--- src/hw/rtl/ltr_pkg.sv ---
package ltr_pkg;

    // width of the result value field
    localparam int VALUE_W = 48;

    // ascii codes
    localparam logic [7:0] CH_ZERO  = 8'h30;
    localparam logic [7:0] CH_NINE  = 8'h39;
    localparam logic [7:0] CH_PLUS  = 8'h2B;
    localparam logic [7:0] CH_MINUS = 8'h2D;
    localparam logic [7:0] CH_STAR  = 8'h2A;
    localparam logic [7:0] CH_SLASH = 8'h2F;

    typedef enum logic [1:0] {
        ST_OK        = 2'd0,
        ST_MALFORMED = 2'd1,
        ST_DIVZERO   = 2'd2,
        ST_OVERFLOW  = 2'd3
    } status_t;

    typedef enum logic [2:0] {
        OP_NONE = 3'd0,
        OP_ADD  = 3'd1,
        OP_SUB  = 3'd2,
        OP_MUL  = 3'd3,
        OP_DIV  = 3'd4
    } op_t;

    // request from the sequencer to the multiply/divide unit
    typedef struct packed {
        logic start;
        logic is_div;
        logic neg;
    } alu_req_t;

    // status back from the multiply/divide unit
    typedef struct packed {
        logic done;
        logic ovf;
    } alu_rsp_t;

    function automatic op_t char_to_op(input logic [7:0] ch);
        op_t op;
        case (ch)
            CH_PLUS:  op = OP_ADD;
            CH_MINUS: op = OP_SUB;
            CH_STAR:  op = OP_MUL;
            CH_SLASH: op = OP_DIV;
            default:  op = OP_NONE;
        endcase
        return op;
    endfunction

endpackage

--- src/hw/rtl/ltr_if.sv ---
interface ltr_expr_if;
    logic       valid;
    logic       ready;
    logic [7:0] character;
    logic       is_last;

    modport source (output valid, output character, output is_last, input ready);
    modport sink   (input valid, input character, input is_last, output ready);
endinterface

interface ltr_result_if;
    import ltr_pkg::*;

    logic                      valid;
    logic                      ready;
    logic signed [VALUE_W-1:0] value;
    status_t                   status;

    modport source (output valid, output value, output status, input ready);
    modport sink   (input valid, input value, input status, output ready);
endinterface

--- src/hw/rtl/ltr_muldiv.sv ---
module ltr_muldiv #(
    parameter int ACC_WIDTH     = 48,
    parameter int OPERAND_WIDTH = 32
) (
    input  logic                        clk,
    input  logic                        rst_n,
    input  ltr_pkg::alu_req_t           req,
    input  logic [ACC_WIDTH-1:0]        mag,
    input  logic [OPERAND_WIDTH-1:0]    operand,
    output ltr_pkg::alu_rsp_t           rsp,
    output logic [ACC_WIDTH-1:0]        result
);
    import ltr_pkg::*;

    localparam int SW = (ACC_WIDTH > OPERAND_WIDTH) ? ACC_WIDTH : OPERAND_WIDTH;
    localparam int AW = SW + 1;
    localparam int CW = $clog2(SW + 1);
    localparam int PW = ACC_WIDTH + OPERAND_WIDTH;

    typedef enum logic [1:0] {U_IDLE, U_RUN, U_DONE} ustate_t;

    ustate_t          state_reg, state_next;
    logic [AW-1:0]    r_reg, r_next;
    logic [SW-1:0]    s_reg, s_next;
    logic [SW-1:0]    m_reg, m_next;
    logic [CW-1:0]    cnt_reg, cnt_next;
    logic             div_reg, div_next;
    logic             neg_reg, neg_next;

    logic [AW:0]          ea, eb, sum;
    logic                 ge;
    logic [SW-1:0]        s_shr;
    logic [PW-1:0]        prod;
    logic [ACC_WIDTH-1:0] mag_res;

    // shared adder: add for multiply, trial subtract for divide
    always_comb
    begin
        if (div_reg)
        begin
            ea  = {1'b0, r_reg[AW-2:0], s_reg[ACC_WIDTH-1]};
            eb  = {1'b0, AW'(m_reg)};
            sum = ea - eb;
        end
        else
        begin
            ea  = {1'b0, r_reg};
            eb  = s_reg[0] ? {1'b0, AW'(m_reg)} : '0;
            sum = ea + eb;
        end
    end

    assign ge = ~sum[AW];

    always_comb
    begin
        s_shr                  = s_reg >> 1;
        s_shr[OPERAND_WIDTH-1] = sum[0];
    end

    always_comb
    begin
        state_next = state_reg;
        r_next     = r_reg;
        s_next     = s_reg;
        m_next     = m_reg;
        cnt_next   = cnt_reg;
        div_next   = div_reg;
        neg_next   = neg_reg;
        case (state_reg)
            U_IDLE:
            begin
                if (req.start)
                begin
                    r_next   = '0;
                    div_next = req.is_div;
                    neg_next = req.neg;
                    if (req.is_div)
                    begin
                        s_next   = SW'(mag);
                        m_next   = SW'(operand);
                        cnt_next = CW'(ACC_WIDTH);
                    end
                    else
                    begin
                        s_next   = SW'(operand);
                        m_next   = SW'(mag);
                        cnt_next = CW'(OPERAND_WIDTH);
                    end
                    state_next = U_RUN;
                end
            end
            U_RUN:
            begin
                if (div_reg)
                begin
                    r_next = ge ? sum[AW-1:0] : ea[AW-1:0];
                    s_next = {s_reg[SW-2:0], ge};
                end
                else
                begin
                    r_next = sum[AW:1];
                    s_next = s_shr;
                end
                cnt_next = cnt_reg - 1'b1;
                if (cnt_reg == CW'(1))
                begin
                    state_next = U_DONE;
                end
            end
            U_DONE:
            begin
                state_next = U_IDLE;
            end
            default:
            begin
                state_next = U_IDLE;
            end
        endcase
    end

    always_ff @(posedge clk or negedge rst_n)
    begin
        if (!rst_n)
        begin
            state_reg <= U_IDLE;
            r_reg     <= '0;
            s_reg     <= '0;
            m_reg     <= '0;
            cnt_reg   <= '0;
            div_reg   <= 1'b0;
            neg_reg   <= 1'b0;
        end
        else
        begin
            state_reg <= state_next;
            r_reg     <= r_next;
            s_reg     <= s_next;
            m_reg     <= m_next;
            cnt_reg   <= cnt_next;
            div_reg   <= div_next;
            neg_reg   <= neg_next;
        end
    end

    // product and quotient magnitude
    assign prod    = {r_reg[ACC_WIDTH-1:0], s_reg[OPERAND_WIDTH-1:0]};
    assign mag_res = div_reg ? s_reg[ACC_WIDTH-1:0] : prod[ACC_WIDTH-1:0];
    assign result  = neg_reg ? (ACC_WIDTH'(0) - mag_res) : mag_res;

    // product must stay within the signed range for its sign
    assign rsp.done = (state_reg == U_DONE);
    assign rsp.ovf  = ~div_reg & ((|prod[PW-1:ACC_WIDTH])
                    | (prod[ACC_WIDTH-1] & (~neg_reg | (|prod[ACC_WIDTH-2:0]))));

endmodule

--- src/hw/rtl/left_to_right_expression_calc.sv ---
// Left-to-right expression calculator. Takes an ASCII expression one
// character per transaction on expr, the last character flagged by is_last,
// and evaluates decimal integer operands with + - * / strictly left to right
// (no precedence) in signed fixed point with FRAC_BITS fraction bits. One
// transaction comes out on result per expression, after its last character:
// the value (zero unless status is ok) and a status of ok, malformed,
// division by zero or overflow. Malformed wins over every other error;
// otherwise the first arithmetic error is kept. A digit that does not end
// the expression is collected in S_IDLE. An operator, or the final digit,
// folds the collected operand into the accumulator: + and - in S_FOLD, and
// * and / through S_WAIT on the shared shift-add / restoring-divide unit
// that handles one bit per cycle.
// The last character then needs one more cycle to load the output register,
// which may be held off while an earlier result has not been taken.
// expr.ready is low while a fold or the output load is in progress.
module left_to_right_expression_calc #(
    parameter int ACC_WIDTH     = 48,
    parameter int FRAC_BITS     = 16,
    parameter int OPERAND_WIDTH = 32
) (
    input  logic           clk,
    input  logic           rst_n,
    ltr_expr_if.sink       expr,
    ltr_result_if.source   result
);
    import ltr_pkg::*;

    // operand scaled to fixed point, and a width that holds any fold sum
    localparam int QW = OPERAND_WIDTH + FRAC_BITS;
    localparam int WW = ((ACC_WIDTH > QW) ? ACC_WIDTH : QW) + 2;

    typedef enum logic [1:0] {S_IDLE, S_FOLD, S_WAIT, S_FINISH} state_t;

    state_t                         state_reg, state_next;
    logic signed [ACC_WIDTH-1:0]    acc_reg, acc_next;
    logic [OPERAND_WIDTH-1:0]       opnd_reg, opnd_next;
    op_t                            pend_reg, pend_next;
    op_t                            nop_reg, nop_next;
    logic                           prev_digit_reg, prev_digit_next;
    status_t                        err_reg, err_next;
    logic                           last_reg, last_next;
    logic                           out_valid_reg, out_valid_next;
    logic signed [VALUE_W-1:0]      value_reg, value_next;
    status_t                        status_reg, status_next;

    logic                           accept;
    logic                           is_digit;
    op_t                            char_op;
    logic [3:0]                     digit;
    logic [OPERAND_WIDTH+3:0]       digit_val;
    logic                           digit_ovf;

    logic signed [WW-1:0]           acc_ext;
    logic [WW-1:0]                  q_ext;
    logic signed [WW-1:0]           fold_sum;
    logic                           fold_fits;

    logic                           acc_neg;
    logic [ACC_WIDTH-1:0]           acc_mag;
    alu_req_t                       alu_req;
    alu_rsp_t                       alu_rsp;
    logic [ACC_WIDTH-1:0]           alu_result;

    logic                           fold_end;
    logic                           out_free;

    assign accept   = expr.valid & expr.ready;
    assign is_digit = (expr.character >= CH_ZERO) && (expr.character <= CH_NINE);
    assign char_op  = char_to_op(expr.character);
    assign digit    = 4'(expr.character - CH_ZERO);

    // operand times ten plus the new digit
    assign digit_val = ((OPERAND_WIDTH+4)'(opnd_reg) << 3)
                     + ((OPERAND_WIDTH+4)'(opnd_reg) << 1)
                     + (OPERAND_WIDTH+4)'(digit);
    assign digit_ovf = |digit_val[OPERAND_WIDTH+3:OPERAND_WIDTH];

    // load, add or subtract the scaled operand; range check on the wide sum
    assign acc_ext = WW'(acc_reg);
    assign q_ext   = WW'(opnd_reg) << FRAC_BITS;

    always_comb
    begin
        case (pend_reg)
            OP_ADD:  fold_sum = acc_ext + $signed(q_ext);
            OP_SUB:  fold_sum = acc_ext - $signed(q_ext);
            default: fold_sum = $signed(q_ext);
        endcase
    end

    assign fold_fits = (&fold_sum[WW-1:ACC_WIDTH-1]) | ~(|fold_sum[WW-1:ACC_WIDTH-1]);

    // sign and magnitude for multiply and divide
    assign acc_neg = acc_reg[ACC_WIDTH-1];
    assign acc_mag = acc_neg ? (ACC_WIDTH'(0) - acc_reg) : acc_reg;

    assign alu_req.start  = (state_reg == S_FOLD)
                          && ((pend_reg == OP_MUL) || (pend_reg == OP_DIV))
                          && (opnd_reg != '0);
    assign alu_req.is_div = (pend_reg == OP_DIV);
    assign alu_req.neg    = acc_neg;

    ltr_muldiv #(
        .ACC_WIDTH     (ACC_WIDTH),
        .OPERAND_WIDTH (OPERAND_WIDTH)
    ) u_muldiv (
        .clk     (clk),
        .rst_n   (rst_n),
        .req     (alu_req),
        .mag     (acc_mag),
        .operand (opnd_reg),
        .rsp     (alu_rsp),
        .result  (alu_result)
    );

    assign out_free = ~out_valid_reg | result.ready;

    always_comb
    begin
        state_next      = state_reg;
        acc_next        = acc_reg;
        opnd_next       = opnd_reg;
        pend_next       = pend_reg;
        nop_next        = nop_reg;
        prev_digit_next = prev_digit_reg;
        err_next        = err_reg;
        last_next       = last_reg;
        out_valid_next  = out_valid_reg & ~result.ready;
        value_next      = value_reg;
        status_next     = status_reg;
        fold_end        = 1'b0;

        case (state_reg)
            S_IDLE:
            begin
                if (accept)
                begin
                    last_next = expr.is_last;
                    if (is_digit)
                    begin
                        if (err_reg == ST_OK)
                        begin
                            if (digit_ovf)
                            begin
                                err_next = ST_OVERFLOW;
                            end
                            else
                            begin
                                opnd_next = digit_val[OPERAND_WIDTH-1:0];
                            end
                        end
                        prev_digit_next = 1'b1;
                        if (expr.is_last)
                        begin
                            // final digit folds only while no error is held
                            if ((err_reg == ST_OK) && !digit_ovf)
                            begin
                                state_next = S_FOLD;
                            end
                            else
                            begin
                                state_next = S_FINISH;
                            end
                        end
                    end
                    else
                    begin
                        prev_digit_next = 1'b0;
                        if (char_op == OP_NONE)
                        begin
                            err_next = ST_MALFORMED;
                        end
                        else if (!prev_digit_reg)
                        begin
                            err_next = ST_MALFORMED;
                        end
                        else if (err_reg == ST_OK)
                        begin
                            nop_next   = char_op;
                            state_next = S_FOLD;
                        end
                        // ending on a non-digit is malformed whatever came before
                        if (expr.is_last)
                        begin
                            err_next   = ST_MALFORMED;
                            state_next = S_FINISH;
                        end
                    end
                end
            end
            S_FOLD:
            begin
                case (pend_reg)
                    OP_MUL:
                    begin
                        if (opnd_reg == '0)
                        begin
                            acc_next = '0;
                            fold_end = 1'b1;
                        end
                        else
                        begin
                            state_next = S_WAIT;
                        end
                    end
                    OP_DIV:
                    begin
                        if (opnd_reg == '0)
                        begin
                            err_next = ST_DIVZERO;
                            fold_end = 1'b1;
                        end
                        else
                        begin
                            state_next = S_WAIT;
                        end
                    end
                    OP_NONE, OP_ADD, OP_SUB:
                    begin
                        if (fold_fits)
                        begin
                            acc_next = fold_sum[ACC_WIDTH-1:0];
                        end
                        else
                        begin
                            err_next = ST_OVERFLOW;
                        end
                        fold_end = 1'b1;
                    end
                    default:
                    begin
                        fold_end = 1'b1;
                    end
                endcase
            end
            S_WAIT:
            begin
                if (alu_rsp.done)
                begin
                    if (alu_rsp.ovf)
                    begin
                        err_next = ST_OVERFLOW;
                    end
                    else
                    begin
                        acc_next = alu_result;
                    end
                    fold_end = 1'b1;
                end
            end
            S_FINISH:
            begin
                if (out_free)
                begin
                    out_valid_next  = 1'b1;
                    value_next      = (err_reg == ST_OK) ? VALUE_W'(acc_reg) : '0;
                    status_next     = err_reg;
                    // clear for the next expression
                    acc_next        = '0;
                    opnd_next       = '0;
                    pend_next       = OP_NONE;
                    prev_digit_next = 1'b0;
                    err_next        = ST_OK;
                    last_next       = 1'b0;
                    state_next      = S_IDLE;
                end
            end
            default:
            begin
                state_next = S_IDLE;
            end
        endcase

        // after a fold: either produce the result or arm the new operator
        if (fold_end)
        begin
            if (last_reg)
            begin
                state_next = S_FINISH;
            end
            else
            begin
                pend_next  = nop_reg;
                opnd_next  = '0;
                state_next = S_IDLE;
            end
        end
    end

    always_ff @(posedge clk or negedge rst_n)
    begin
        if (!rst_n)
        begin
            state_reg      <= S_IDLE;
            acc_reg        <= '0;
            opnd_reg       <= '0;
            pend_reg       <= OP_NONE;
            nop_reg        <= OP_NONE;
            prev_digit_reg <= 1'b0;
            err_reg        <= ST_OK;
            last_reg       <= 1'b0;
            out_valid_reg  <= 1'b0;
            value_reg      <= '0;
            status_reg     <= ST_OK;
        end
        else
        begin
            state_reg      <= state_next;
            acc_reg        <= acc_next;
            opnd_reg       <= opnd_next;
            pend_reg       <= pend_next;
            nop_reg        <= nop_next;
            prev_digit_reg <= prev_digit_next;
            err_reg        <= err_next;
            last_reg       <= last_next;
            out_valid_reg  <= out_valid_next;
            value_reg      <= value_next;
            status_reg     <= status_next;
        end
    end

    assign expr.ready    = (state_reg == S_IDLE);
    assign result.valid  = out_valid_reg;
    assign result.value  = value_reg;
    assign result.status = status_reg;

endmodule

--- src/flat_wrapper.sv ---
// flat-port wrapper written by rule: the top's interface ports become plain ports
module left_to_right_expression_calc_flat import ltr_pkg::*;
#(
    parameter int ACC_WIDTH     = 48,
    parameter int FRAC_BITS     = 16,
    parameter int OPERAND_WIDTH = 32
)
  (clk, rst_n, expr_valid, expr_character, expr_is_last, expr_ready, result_valid, result_value, result_status, result_ready);
  ltr_expr_if expr_i ();
  ltr_result_if result_i ();
  input  logic clk;
  input  logic rst_n;
  input wire logic [$bits(expr_i.valid)-1:0] expr_valid;
  input wire logic [$bits(expr_i.character)-1:0] expr_character;
  input wire logic [$bits(expr_i.is_last)-1:0] expr_is_last;
  output wire logic [$bits(expr_i.ready)-1:0] expr_ready;
  output wire logic [$bits(result_i.valid)-1:0] result_valid;
  output wire logic [$bits(result_i.value)-1:0] result_value;
  output wire logic [$bits(result_i.status)-1:0] result_status;
  input wire logic [$bits(result_i.ready)-1:0] result_ready;
  assign expr_i.valid = expr_valid;
  assign expr_i.character = expr_character;
  assign expr_i.is_last = expr_is_last;
  assign expr_ready = expr_i.ready;
  assign result_valid = result_i.valid;
  assign result_value = result_i.value;
  assign result_status = result_i.status;
  assign result_i.ready = result_ready;
  left_to_right_expression_calc #(.ACC_WIDTH(ACC_WIDTH), .FRAC_BITS(FRAC_BITS), .OPERAND_WIDTH(OPERAND_WIDTH)) u_core (.clk(clk), .rst_n(rst_n), .expr(expr_i), .result(result_i));
endmodule
--- config.mk ---
export PLATFORM = sky130hd
export DESIGN_NAME = left_to_right_expression_calc_flat
export DESIGN_NICKNAME = d
export VERILOG_FILES = /design/src/hw/rtl/ltr_pkg.sv /design/src/hw/rtl/ltr_if.sv /design/src/hw/rtl/ltr_muldiv.sv /design/src/hw/rtl/left_to_right_expression_calc.sv /design/src/flat_wrapper.sv
export SDC_FILE = /design/constraint.sdc
export NUM_CORES = 1
export LEC_CHECK = 0
export BUFFER_PORTS_ARGS = -buffer_cell sky130_fd_sc_hd__buf_4
export CORE_AREA = 4 4 199 240
export DETAILED_ROUTE_END_ITERATION = 8
export DIE_AREA = 0 0 203 244
export GPL_ROUTABILITY_DRIVEN = 0
export GPL_TIMING_DRIVEN = 0
export PLACE_DENSITY = 0.81
export SLEW_MARGIN = 20
export SYNTH_ARGS = -nofsm -noshare
export SYNTH_HDL_FRONTEND = slang
export SYNTH_HIERARCHICAL = 1
export SYNTH_SLANG_ARGS = --single-unit
--- constraint.sdc ---
create_clock -name clk -period 6.65 [get_ports clk]
set_input_delay 1.6625 -clock clk [delete_from_list [all_inputs] [get_ports clk]]
set_output_delay 1.6625 -clock clk [all_outputs]
set_load 0.1 [all_outputs]
==> reports/metrics.csv <==
stage;metric;value;unit
status;status;finished, final reports clean;
hold_path;WHS Endpoint;u_core/result.value[44];
pwr;Final Power;3.79;mW
logic_synthesis;Post-Syn Instances;3418;
die;Rows;86;
drt;Routed wire per std cell;22.0;µm
die;core area;0.0455;mm²
pwr;cell-internal power;3.00;mW
global_routing;vias in the first global route;26200;
worst_setup_path;crit path max fanout;10;
pwr;clock share of power;50.7;%
logic_synthesis;synth warn;6;
drt;DRC viols;0;
cts;PostCTS Resize Cnt;1;
worst_setup_path;CP most frequent cell;nand3_1;
global_routing;largest net degree at the start of global routing;65;
job;max cap viols;0;
drt;DRT iter0 DRCs;3215;
cts;CTS buffer count;31;
worst_setup_path;FF-to-FF Start;u_core/opnd_reg[2];
logic_synthesis;Async S/R FF share, synth;100;%
final_layout;Final Instance Count excl. Fillers;4157;
pwr;Psw;794;µW
worst_setup_path;setup slack, reg-to-reg;220;ps
drt;Final ANT Viol Nets;0;
final_layout;final instance area;0.0296;mm²
worst_setup_path;CP top delay family;simple AND/OR/NAND/NOR gates;
final_layout;net count reported at finish;3738;
worst_setup_path;Critical Path End Type;flip-flop;
cts;TritonCTS clock tree;built;
sta;achievable clock frequency;155;MHz
worst_setup_path;Worst Reg-to-Reg Cells;18;
pwr;Leak;13.1;nW
die;die area;0.0495;mm²
logic_synthesis;area leader, netlist;dfrtp_1;
cts;Max Root-Sink Buffers;3;
logic_synthesis;Netlist cell types;88;
pwr;combinational power share;1.5;%
logic_synthesis;Syn Nets;3637;
final_layout;Ant. Diodes;0;
worst_setup_path;Critical Path AT;6940;ps
drt;via count;27400;
pwr;VDD IR max;0.195;mV
die;io pins;65;
final_layout;Filler Cell Count;3939;
worst_setup_path;worst endpoint required time;7160;ps
cts;Worst-path clk slew;60;ps
worst_setup_path;Reg-to-Reg End;u_core/acc_reg[35];
worst_setup_path;type of origin of the critical path;flip-flop;
die;Die X;203;µm
pwr;PD cells;128;mW/mm²
die;starting density of the core;59.4;%
drt;vias per cell;6.59;
global_routing;total grt overflow;0;
die;Die Y;244;µm
logic_synthesis;number of synthesized flops with an enable pin;0;
sta;Final Setup Violations;0;
logic_synthesis;ys flop type;dfrtp_1;
pwr;Reg power frac;47.8;%
sta;Final period util;96.8;%
sta;max-slew violations;0;
worst_setup_path;worst setup path class;reg2reg;
logic_synthesis;top cell type's share of synthesized area;27.6;%
placement;HPWL after DPL;70.6;mm
global_routing;initial antenna violation count;0;
placement;Port Buffer Count;64;
global_routing;overall global routing resource usage;35.6;%
sta;Worst-Margin Slew;1220;ps
placement;placed inst area;0.0284;mm²
logic_synthesis;largest cells by area after synthesis;dfrtp_1, ha_1, o21ai_0;
sta;setup TNS;0;ps
drt;router iterations before antenna repair;7;
logic_synthesis;synthesized area per cell;7.91;µm²
worst_setup_path;WP buf/inv;2;
cts;clk_lat worst skew;600;ps
final_layout;max reg flops;49;
sta;Fin. Hold Viols;0;
logic_synthesis;sequential area share after synthesis;27.6;%
final_layout;synthesis-to-layout area growth;9.28;%
logic_synthesis;#FFs+latches synth;298;
hold_path;min-delay src;u_core/result.value[44];
worst_setup_path;Worst path slowest cell;nor4_1;
placement;Placed Cells incl. Taps;4102;
cts;postcts setup bufs;0;
final_layout;final core utilization;64.9;%
final_layout;fraction of layout cells with a size suffix above 1;5.70;%
sta;Worst Skew;12.8;ps
sta;shortest period the worst path allows;6430;ps
cts;H-tree level count;1;
worst_setup_path;worst-path cell chain;nor4_1 > nand3b_1 > nand2b_1 > nor3_1 > a21oi_1 > xnor2_1 > ha_1 > nand3_1 > nor2_1 > nand3_1 > or4_1 > a31o_2 > and3_1 > or2_2 > o311ai_4 > clkbuf_1 > inv_1 > a31oi_1;
cts;TritonCTS Sinks;298;
pwr;Net Sw Frac;20.9;%
worst_setup_path;crit-path max cell delay;640;ps
cts;hold buffer count at cts;0;
hold_path;Hold Path Class;reg2reg;
drt;WL final;91.5;mm
sta;max_slew headroom;18.2;%
logic_synthesis;Synth Cell Area;0.0270;mm²
global_routing;first-pass GRT wire length;142;mm
cts;root buffer cell;clkbuf_16;
hold_path;hold depth;2;
-- worst max path at each step --
stage	from	end	depth (start not counted)
after floorplan	u_core/opnd_reg[14]	u_core/acc_reg[14]	18
after global placement	expr_character[3]	u_core/opnd_reg[29]	15
after detailed placement	expr_character[3]	u_core/opnd_reg[29]	15
after CTS	expr_character[3]	u_core/opnd_reg[29]	15
after global routing	u_core/opnd_reg[4]	u_core/acc_reg[39]	18
final	u_core/opnd_reg[2]	u_core/acc_reg[35]	18
-- routing by layer --
layer  vias up  global-route usage (%)  routed length (µm)
met5         -                       0                   0
met4         0                    25.9                8220
met3       433                    5.23                8150
met2      1547                    59.7               42500
met1     12800                    41.7               32600
li1      12600                       -                   -
-- tightest hold or removal path, cell delays in order (launching register included) --
cell	delay, ps
dfrtp_1	340
nand2_1	40
o21ai_0	60
-- cell usage in the layout, fill, tap and decap left out, types with 35 or more instances in the layout --
cell type / instances
buf_4: 64
o31ai_1: 44
xor2_1: 73
nand2_1: 439
dfrtp_1: 298
inv_1: 135
mux2i_1: 103
nor2_1: 253
nand2b_1: 35
ha_1: 201
a21oi_1: 308
clkbuf_1: 178
nand3_1: 38
o21ai_0: 395
xnor2_1: 183
a21o_1: 69
a22o_1: 47
a31oi_1: 39
-- cells by family (layout without fill, tap and decap cells) --
group	after synthesis	after routing	synth area share, %
multiplexers	134	134	5.10
AND/OR/NAND/NOR	1030	1030	17.8
flip-flops	298	298	27.6
AO/OA/AOI/OAI	1168	1168	27.0
buffers and inverters	326	449	4.57
adder cells (fa/ha/maj)	206	206	9.67
XOR/XNOR	256	256	8.29
-- layout make-up --
class | instances | area [µm²] | area share [%]
multi-input combinational | 2794 | 18400 | 62.2
sequential | 298 | 7460 | 25.2
clock buffer | 46 | 912 | 3.09
tap | 616 | 771 | 2.61
buffer | 191 | 729 | 2.47
timing repair buffer | 68 | 598 | 2.02
inverter | 135 | 507 | 1.71
clock inverter | 9 | 199 | 0.673
-- metrics by stage --
| step | setup slack [ps] | hold WS (ps) |
|---|---|---|
| floorplan | 1310 | 446 |
| global placement | -400 | 464 |
| detailed placement | -537 | 470 |
| CTS | 48.0 | 484 |
| global route | -6.01 | 503 |
| finish | 216 | 478 |
-- power by group through the flow --
stage / logic (mW) / registers (mW) / clock network, mW
final: 0.0558 / 1.81 / 1.92
after global routing: 0.0643 / 1.81 / 2.00
after CTS: 0.0577 / 1.81 / 1.93
after detailed placement: 0.0575 / 1.85 / 0
after global placement: 0.0476 / 1.85 / 0
after floorplan: 0.00424 / 1.85 / 0
-- Yosys cell counts, types with 31 or more instances --
cell type / instances
a21o_1: 69
nor3_1: 33
nand4_1: 32
o21ai_0: 395
nand2_1: 439
nor2_1: 254
a31oi_1: 39
a22o_1: 47
inv_1: 135
mux2i_1: 103
clkbuf_1: 171
nand2b_1: 35
xnor2_1: 183
o31ai_1: 44
nand3_1: 38
ha_1: 201
mux2_2: 31
a21oi_1: 309
dfrtp_1: 298
xor2_1: 73
Power figures use the tool's default switching activity.
